===== src/talu_pkg.sv =====
package talu_pkg;

  localparam int unsigned DataWidth = 32;
  localparam int unsigned RegCount  = 8;
  localparam int unsigned RegAddrW  = 3;
  localparam int unsigned ShiftW    = 8;
  localparam int unsigned ShiftLowW = 5;

  // item kinds
  typedef enum logic [1:0] {
    REQ_ALU        = 2'd0,
    REQ_LOAD_REG   = 2'd1,
    REQ_LOAD_FLAGS = 2'd2
  } req_type_e;

  // thumb format 4 opcodes
  typedef enum logic [3:0] {
    OP_AND = 4'd0,
    OP_EOR = 4'd1,
    OP_LSL = 4'd2,
    OP_LSR = 4'd3,
    OP_ASR = 4'd4,
    OP_ADC = 4'd5,
    OP_SBC = 4'd6,
    OP_ROR = 4'd7,
    OP_TST = 4'd8,
    OP_NEG = 4'd9,
    OP_CMP = 4'd10,
    OP_CMN = 4'd11,
    OP_ORR = 4'd12,
    OP_MUL = 4'd13,
    OP_BIC = 4'd14,
    OP_MVN = 4'd15
  } alu_op_e;

  typedef struct packed {
    logic [1:0]           req_type;
    logic [3:0]           alu_op;
    logic [RegAddrW-1:0]  src_index;
    logic [RegAddrW-1:0]  dst_index;
    logic [DataWidth-1:0] load_value;
  } talu_in_t;

  typedef struct packed {
    logic [DataWidth-1:0] result_value;
    logic                 reg_written;
    logic                 flag_n;
    logic                 flag_z;
    logic                 flag_c;
    logic                 flag_v;
  } talu_out_t;

  // nzcv, n in the top bit
  typedef struct packed {
    logic n;
    logic z;
    logic c;
    logic v;
  } talu_flags_t;

  // execute unit result toward writeback
  typedef struct packed {
    logic [DataWidth-1:0] result;
    logic                 reg_wr;
    talu_flags_t          flags;
  } talu_exec_t;

endpackage


===== src/talu_regfile.sv =====
module talu_regfile
  import talu_pkg::*;
(
  input  logic                 clk_i,
  input  logic                 rst_ni,
  input  logic                 rd_en_i,
  input  logic [RegAddrW-1:0]  ra_addr_i,
  input  logic [RegAddrW-1:0]  rb_addr_i,
  output logic [DataWidth-1:0] ra_data_o,
  output logic [DataWidth-1:0] rb_data_o,
  input  logic                 we_i,
  input  logic [RegAddrW-1:0]  wa_i,
  input  logic [DataWidth-1:0] wd_i
);

  logic [DataWidth-1:0] mem [RegCount];
  logic [RegCount-1:0]  valid_q;
  logic [DataWidth-1:0] ra_q, rb_q;
  logic                 ra_vld_q, rb_vld_q;

  // storage array, no reset
  always_ff @(posedge clk_i) begin
    if (we_i) begin
      mem[wa_i] <= wd_i;
    end
  end

  // registered read ports
  always_ff @(posedge clk_i) begin
    if (rd_en_i) begin
      ra_q <= mem[ra_addr_i];
      rb_q <= mem[rb_addr_i];
    end
  end

  // written marks, an unwritten entry reads as zero
  always_ff @(posedge clk_i or negedge rst_ni) begin
    if (!rst_ni) begin
      valid_q  <= '0;
      ra_vld_q <= 1'b0;
      rb_vld_q <= 1'b0;
    end else begin
      if (we_i) begin
        valid_q[wa_i] <= 1'b1;
      end
      if (rd_en_i) begin
        ra_vld_q <= valid_q[ra_addr_i];
        rb_vld_q <= valid_q[rb_addr_i];
      end
    end
  end

  assign ra_data_o = ra_vld_q ? ra_q : '0;
  assign rb_data_o = rb_vld_q ? rb_q : '0;

endmodule


===== src/talu_exec.sv =====
module talu_exec
  import talu_pkg::*;
(
  input  talu_in_t             item_i,
  input  logic [DataWidth-1:0] rd_i,
  input  logic [DataWidth-1:0] rs_i,
  input  talu_flags_t          flags_i,
  output talu_exec_t           exec_o
);

  logic [ShiftW-1:0]    sh;
  logic [ShiftLowW-1:0] k;
  logic                 sh_zero, sh_big, sh_32;
  logic [DataWidth-1:0] lsl_r, lsr_r, asr_r, ror_r;
  logic [2*DataWidth-1:0] ror_w;
  logic                 lsl_c, lsr_c, ror_c;
  logic [DataWidth-1:0] add_a, add_b, prod;
  logic                 add_cin;
  logic [DataWidth:0]   sum;
  logic                 add_v;
  logic [DataWidth-1:0] r;
  logic                 c, v, wr;

  // barrel shifter on rs[7:0]
  assign sh      = rs_i[ShiftW-1:0];
  assign k       = sh[ShiftLowW-1:0];
  assign sh_zero = (sh == '0);
  assign sh_big  = (sh[ShiftW-1:ShiftLowW] != '0);
  assign sh_32   = (sh == ShiftW'(DataWidth));
  assign lsl_r   = rd_i << k;
  assign lsr_r   = rd_i >> k;
  assign asr_r   = DataWidth'($signed(rd_i) >>> k);
  assign ror_w   = {rd_i, rd_i} >> k;
  assign ror_r   = ror_w[DataWidth-1:0];
  assign lsl_c   = rd_i[ShiftLowW'(6'd32 - {1'b0, k})];
  assign lsr_c   = rd_i[k - ShiftLowW'(1)];
  // rotate by a multiple of 32 wraps the index to bit 31
  assign ror_c   = rd_i[k - ShiftLowW'(1)];

  // shared adder operand select
  always_comb begin
    add_a   = rd_i;
    add_b   = rs_i;
    add_cin = 1'b0;
    unique case (alu_op_e'(item_i.alu_op))
      OP_ADC: add_cin = flags_i.c;
      OP_SBC: begin
        add_b   = ~rs_i;
        add_cin = flags_i.c;
      end
      OP_NEG: begin
        add_a   = '0;
        add_b   = ~rs_i;
        add_cin = 1'b1;
      end
      OP_CMP: begin
        add_b   = ~rs_i;
        add_cin = 1'b1;
      end
      default: add_cin = 1'b0;
    endcase
  end

  assign sum   = {1'b0, add_a} + {1'b0, add_b} + {{DataWidth{1'b0}}, add_cin};
  assign add_v = ~(add_a[DataWidth-1] ^ add_b[DataWidth-1])
                 & (add_a[DataWidth-1] ^ sum[DataWidth-1]);
  assign prod  = DataWidth'(rd_i * rs_i);

  // operation select and flag update
  always_comb begin
    r  = '0;
    c  = flags_i.c;
    v  = flags_i.v;
    wr = 1'b1;
    unique case (alu_op_e'(item_i.alu_op))
      OP_AND: r = rd_i & rs_i;
      OP_EOR: r = rd_i ^ rs_i;
      OP_LSL: begin
        priority if (sh_zero) begin
          r = rd_i;
        end else if (sh_big) begin
          r = '0;
          c = sh_32 ? rd_i[0] : 1'b0;
        end else begin
          r = lsl_r;
          c = lsl_c;
        end
      end
      OP_LSR: begin
        priority if (sh_zero) begin
          r = rd_i;
        end else if (sh_big) begin
          r = '0;
          c = sh_32 ? rd_i[DataWidth-1] : 1'b0;
        end else begin
          r = lsr_r;
          c = lsr_c;
        end
      end
      OP_ASR: begin
        priority if (sh_zero) begin
          r = rd_i;
        end else if (sh_big) begin
          r = {DataWidth{rd_i[DataWidth-1]}};
          c = rd_i[DataWidth-1];
        end else begin
          r = asr_r;
          c = lsr_c;
        end
      end
      OP_ROR: begin
        r = ror_r;
        if (!sh_zero) begin
          c = ror_c;
        end
      end
      OP_ADC, OP_SBC, OP_NEG, OP_CMN: begin
        r = sum[DataWidth-1:0];
        c = sum[DataWidth];
        v = add_v;
        if (alu_op_e'(item_i.alu_op) == OP_CMN) begin
          wr = 1'b0;
        end
      end
      OP_CMP: begin
        r  = sum[DataWidth-1:0];
        c  = sum[DataWidth];
        v  = add_v;
        wr = 1'b0;
      end
      OP_TST: begin
        r  = rd_i & rs_i;
        wr = 1'b0;
      end
      OP_ORR: r = rd_i | rs_i;
      OP_MUL: r = prod;
      OP_BIC: r = rd_i & ~rs_i;
      OP_MVN: r = ~rs_i;
    endcase
  end

  // per item kind outputs
  always_comb begin
    exec_o.result = '0;
    exec_o.reg_wr = 1'b0;
    exec_o.flags  = flags_i;
    unique case (req_type_e'(item_i.req_type))
      REQ_ALU: begin
        exec_o.result  = r;
        exec_o.reg_wr  = wr;
        exec_o.flags.n = r[DataWidth-1];
        exec_o.flags.z = (r == '0);
        exec_o.flags.c = c;
        exec_o.flags.v = v;
      end
      REQ_LOAD_REG: begin
        exec_o.result = item_i.load_value;
        exec_o.reg_wr = 1'b1;
      end
      REQ_LOAD_FLAGS: begin
        exec_o.result = {{(DataWidth-4){1'b0}}, item_i.load_value[3:0]};
        exec_o.flags  = talu_flags_t'(item_i.load_value[3:0]);
      end
      default: exec_o.result = '0;
    endcase
  end

endmodule


===== src/thumb_alu_register_ops.sv =====
// result word passes through the execute stage register and the output register
// throughput: one word per cycle while the output is not stalled; the register file
//   memory reads Rd and Rs at the accept edge, writeback as the word leaves execute
// a write landing as the next word reads is forwarded from a bypass register
// reset clears the flags, the register written marks (all registers read 0)
//   and the pipeline valids
module thumb_alu_register_ops
  import talu_pkg::*;
(
  input  logic      clk_i,
  input  logic      rst_ni,
  input  logic      in_valid_i,
  output logic      in_stall_o,
  input  talu_in_t  in_word_i,
  output logic      out_valid_o,
  input  logic      out_stall_i,
  output talu_out_t out_word_o
);

  logic                 in_acc;
  logic                 s1_valid_q;
  talu_in_t             s1_q;
  logic                 s1_adv;
  logic [DataWidth-1:0] ra_data, rb_data, rd_val, rs_val;
  logic                 fwd_en_q;
  logic [RegAddrW-1:0]  fwd_addr_q;
  logic [DataWidth-1:0] fwd_data_q;
  talu_flags_t          flags_q;
  talu_exec_t           ex;
  logic                 wr_en;
  logic                 out_valid_q;
  talu_out_t            out_q;

  assign in_acc     = in_valid_i & ~in_stall_o;
  assign s1_adv     = s1_valid_q & (~out_valid_q | ~out_stall_i);
  assign in_stall_o = s1_valid_q & ~s1_adv;
  assign wr_en      = s1_adv & ex.reg_wr;

  // register file memory
  talu_regfile u_regfile (
    .clk_i     (clk_i),
    .rst_ni    (rst_ni),
    .rd_en_i   (in_acc),
    .ra_addr_i (in_word_i.dst_index),
    .rb_addr_i (in_word_i.src_index),
    .ra_data_o (ra_data),
    .rb_data_o (rb_data),
    .we_i      (wr_en),
    .wa_i      (s1_q.dst_index),
    .wd_i      (ex.result)
  );

  // execute stage word
  always_ff @(posedge clk_i or negedge rst_ni) begin
    if (!rst_ni) begin
      s1_valid_q <= 1'b0;
    end else if (in_acc) begin
      s1_valid_q <= 1'b1;
    end else if (s1_adv) begin
      s1_valid_q <= 1'b0;
    end
  end

  always_ff @(posedge clk_i) begin
    if (in_acc) begin
      s1_q <= in_word_i;
    end
  end

  // bypass for a write made at the same edge as the read
  always_ff @(posedge clk_i or negedge rst_ni) begin
    if (!rst_ni) begin
      fwd_en_q <= 1'b0;
    end else if (in_acc) begin
      fwd_en_q <= wr_en;
    end
  end

  always_ff @(posedge clk_i) begin
    if (in_acc) begin
      fwd_addr_q <= s1_q.dst_index;
      fwd_data_q <= ex.result;
    end
  end

  assign rd_val = (fwd_en_q && fwd_addr_q == s1_q.dst_index) ? fwd_data_q : ra_data;
  assign rs_val = (fwd_en_q && fwd_addr_q == s1_q.src_index) ? fwd_data_q : rb_data;

  // alu and item decode
  talu_exec u_exec (
    .item_i  (s1_q),
    .rd_i    (rd_val),
    .rs_i    (rs_val),
    .flags_i (flags_q),
    .exec_o  (ex)
  );

  // status flags
  always_ff @(posedge clk_i or negedge rst_ni) begin
    if (!rst_ni) begin
      flags_q <= '0;
    end else if (s1_adv) begin
      flags_q <= ex.flags;
    end
  end

  // output register
  always_ff @(posedge clk_i or negedge rst_ni) begin
    if (!rst_ni) begin
      out_valid_q <= 1'b0;
    end else if (s1_adv) begin
      out_valid_q <= 1'b1;
    end else if (~out_stall_i) begin
      out_valid_q <= 1'b0;
    end
  end

  always_ff @(posedge clk_i) begin
    if (s1_adv) begin
      out_q.result_value <= ex.result;
      out_q.reg_written  <= ex.reg_wr;
      out_q.flag_n       <= ex.flags.n;
      out_q.flag_z       <= ex.flags.z;
      out_q.flag_c       <= ex.flags.c;
      out_q.flag_v       <= ex.flags.v;
    end
  end

  assign out_valid_o = out_valid_q;
  assign out_word_o  = out_q;

  // writes only happen as a word leaves the execute stage
  assert property (@(posedge clk_i) disable iff (!rst_ni)
    wr_en |-> (s1_valid_q && s1_adv))
    else $error("register write without a retiring word");

  // a word taken in is in the execute stage next cycle
  assert property (@(posedge clk_i) disable iff (!rst_ni)
    in_acc |=> s1_valid_q)
    else $error("accepted word lost before execute");

  // the bypass captures the write made at the accept edge
  assert property (@(posedge clk_i) disable iff (!rst_ni)
    (in_acc && wr_en) |=> (fwd_en_q && fwd_addr_q == $past(s1_q.dst_index)
                           && fwd_data_q == $past(ex.result)))
    else $error("bypass register missed a same-edge write");

  // a retiring word always reaches the output register
  assert property (@(posedge clk_i) disable iff (!rst_ni)
    s1_adv |=> out_valid_o)
    else $error("retired word not presented");

endmodule


===== config.mk =====
export PLATFORM = sky130hd
export DESIGN_NAME = thumb_alu_register_ops
export DESIGN_NICKNAME = d
export VERILOG_FILES = /design/src/talu_pkg.sv /design/src/talu_regfile.sv /design/src/talu_exec.sv /design/src/thumb_alu_register_ops.sv
export SDC_FILE = /design/constraint.sdc
export NUM_CORES = 2
export LEC_CHECK = 0
export BUFFER_PORTS_ARGS = -buffer_cell sky130_fd_sc_hd__buf_2
export CORE_UTILIZATION = 49
export CTS_BUF_LIST = sky130_fd_sc_hd__clkbuf_8
export DETAILED_ROUTE_END_ITERATION = 8
export PLACE_DENSITY_LB_ADDON = 0.15
export SYNTH_ARGS = -nofsm -noshare
export SYNTH_HDL_FRONTEND = slang
export SYNTH_SLANG_ARGS = --single-unit

===== constraint.sdc =====
create_clock -name clk_i -period 11.4 [get_ports clk_i]
set_input_delay 1.14 -clock clk_i [delete_from_list [all_inputs] [get_ports clk_i]]
set_output_delay 1.14 -clock clk_i [all_outputs]
set_load 0.02 [all_outputs]

==> metrics <==
status finished, final reports clean; max cap viols 0; area taken by multi-input logic gates just under 30,000 um^2; gr usage total 44.31%; CP arrival approximately 11,000 ps; final number of setup-violating endpoints 0; Pwr Density 189.9 nW/um^2; Synth area leader edfxtp_1; hold_buf cts 0; EDFF count, synth about 440; CP Launch Type flip-flop; clock power share 13.7%; CTS Buffer Depth 3; Synth Flop Type edfxtp_1; Rows between 100 and 150; post-synthesis sequential area ratio between 20% and 30%; clk_skew about 78 ps; total negative setup slack 0 ps; CP most frequent cell fa_1; largest net degree at the start of global routing 91; Net Sw Frac slightly above 50%; # Post-CTS Setup Buffers 0; first-pass GRT wire length between 200 and 300 mm; HP Class input port to asynchronous set/reset pin; fmax 0.09428 GHz; Initial Utilization 49.37%; die area 93,430 um^2; initial antenna violation count 8; CP delay by family, top adder cells; drt first pass iters 9; Cell variety after synth 93; Worst-path clk slew ~70 ps; Final Hold Fails 0; TritonCTS clock tree built; Comb pwr share between 60% and 70%; WL per Instance approximately 36 um; Iteration-0 DRC Markers roughly 5.4k; hold slack about 480 ps; Net count, final ~5.2k; total CTS buffers 71; non-filler cells, final 5,771; CTS Sinks around 450; FF+latch area about 14,000 um^2; Final ANT Viol Nets 0; vias in the first global route about 39k; period utilization roughly 93%; Buf/Inv on CP 4; yosys warns 0; Post-route DRC 0; # port buffers 86; vias between 30k and 40k; root buf cell clkbuf_8; core area roughly 92,000 um^2; PostCTS Resize Cnt 0; RSZ-0062 raised after global routing false; Filler cells between 8k and 9k; sequential power share between 20% and 30%; Worst setup EP type flip-flop; Tightest Pin Transition between 1000 and 1500 ps; Syn Inst Count about 4.4k; min cycle time layout between 10,000 and 15,000 ps; dpl hpwl approximately 150 mm; CP required 11,910 ps; Synth Net Count approximately 5.1k; Leak a little under 20 nW; share of the synthesized area in the top cell type between 20% and 30%; Layout Utilization 53.79%; Max Transition Viols Final 0; Avg Cell Area, Syn 10.20 um^2; GPL Wtd Cong about 1.1; Rel. slew slack ~5.9%; Async SR Flop Fraction 3.753%; H-tree depth 3; width of the die approximately 300 um; # IOs 87; worst vdd ir 0.1303 mV; Placed Cells between 5k and 6k; Mapped Area about 45,000 um^2; area grow syn2layout 8.952%; routed wire length a little over 200 mm; critical path class flip-flop to flip-flop; Max stage delay on crit path 620 ps; sw power 0.004781 W; Pint between 0.004 and 0.005 W; vias per inst 6.738; Area contributors post-synth edfxtp_1, fa_1, mux4_2, ha_1, nor2_1; Clock Latency Late Sink around 700 ps; Synth Register Bits 453; grt ovf 0; Die H roughly 310 um; Worst path slowest cell clkinv_1; crit-path max FO 13; layout cells sized above 1 16.24%
==> registers in the layout, indices dropped and copies added (netlist names), 3 cells and up <==
signal             count
u_regfile.valid_q      8
s1_q                  44
u_regfile.rb_q        32
flags_q                4
u_regfile.ra_q        32
out_word_o            37
fwd_data_q            32
u_regfile.mem        256
fwd_addr_q             3
==> layout make-up <==
class	instances	share of cell area, %
Antenna cell	4	0.02033
Multi-Input combinational cell	3204	58.62
Clock buffer	74	2.069
Clock inverter	54	0.5998
Timing Repair Buffer	313	4.524
Inverter	483	3.698
Sequential cell	453	27.46
Tap cell	1186	3.014
==> path summary, 6_finish.rpt <==
check                                          start              endpoint  slack [ps]  cells past startpoint
worst max-delay path                   fwd_addr_q[0]         out_word_o[2]         790                     32
worst min-delay path                          rst_ni    u_regfile.ra_vld_q         480                      1
worst max register to register         fwd_addr_q[0]         out_word_o[2]         790                     32
worst min register to register  u_regfile.valid_q[7]  u_regfile.valid_q[7]         490                      1
max in group asynchronous                     rst_ni    u_regfile.rb_vld_q       10430                      1
min in group clk_i              u_regfile.valid_q[7]  u_regfile.valid_q[7]         490                      1
==> worst reg2reg max path, delay by kind of cell, from the launching register on <==
family | cells | cell delay, ps
fa+ha+maj | 9 | 3780
compound gates | 10 | 2750
simple gates | 8 | 2100
buf+inv | 4 | 1120
flops | 1 | 420
xor+xnor | 1 | 300
==> cell usage after synthesis (46+ instances only) <==
cell	instances
xnor2_1	103
nor2_1	573
ha_1	204
buf_1	50
mux2i_1	145
o21ai_0	158
nand3_1	50
mux2_2	87
clkbuf_1	200
nor3_1	48
a21oi_1	165
fa_1	410
xor2_1	46
mux4_2	144
nand2_1	423
edfxtp_1	436
o22ai_1	101
inv_1	460
==> metrics by stage <==
stage / cell area (um^2) / power [W] / setup WS (ps)
global placement: 47910 / 0.007827 / 1124
finish: 49230 / 0.009349 / 793.0
floorplan: 45180 / 0.005485 / 1502
global route: 49220 / 0.009682 / 397.8
detailed placement: 47910 / 0.007815 / 998.9
CTS: 49220 / 0.009135 / 960.9
==> cell families after synthesis <==
logic type                 count (synthesis)  share of synthesized area, %
xor gates and xnor gates                 150                         2.938
adders and majority gates                614                         23.81
muxes                                    390                         13.16
DFF                                      453                         29.92
buffers and inverters                    775                         6.726
and+or+nand+nor                         1239                         11.52
AOI/OAI and AO/OA                        811                         11.92
==> layout by cell type, fill, tap and decap left out, types with 18 or more instances in the layout <==
master / count
nor2_1: 565
inv_1: 487
edfxtp_1: 436
nand2_1: 419
fa_1: 410
buf_4: 222
ha_1: 204
a21oi_1: 164
o21ai_0: 155
mux4_2: 144
mux2i_1: 119
xnor2_1: 102
o22ai_1: 101
mux2_2: 87
buf_2: 84
clkbuf_8: 74
nand3_1: 50
xor2_1: 46
nor3_1: 44
a31oi_1: 38
a211oi_1: 38
o221ai_1: 34
a221oi_1: 31
o211ai_1: 31
mux2i_2: 27
clkinv_1: 25
a22oi_1: 22
or2_2: 21
nand2b_1: 21
and2_1: 19
a21o_1: 18
==> power groups by stage <==
stage / sequential (W) / combinational, W / clock (W)
after floorplan: 0.00206 / 0.00342 / 0
after global placement: 0.00207 / 0.00576 / 0
after detailed placement: 0.00207 / 0.00575 / 0
after CTS: 0.00203 / 0.00578 / 0.00132
after global routing: 0.00204 / 0.00627 / 0.00137
final: 0.00204 / 0.00603 / 0.00128
==> routing by layer <==
| layer | vias up | track usage (%) | part of all wire, % |
|---|---|---|---|
| li1 | 15778 | - | - |
| met1 | 19433 | 57.81 | 38 |
| met2 | 2901 | 64.02 | 42 |
| met3 | 766 | 12.46 | 12 |
| met4 | 6 | 30.10 | 8.3 |
| met5 | - | 0.5168 | 0.045 |
(Power assumes the default switching activity.)
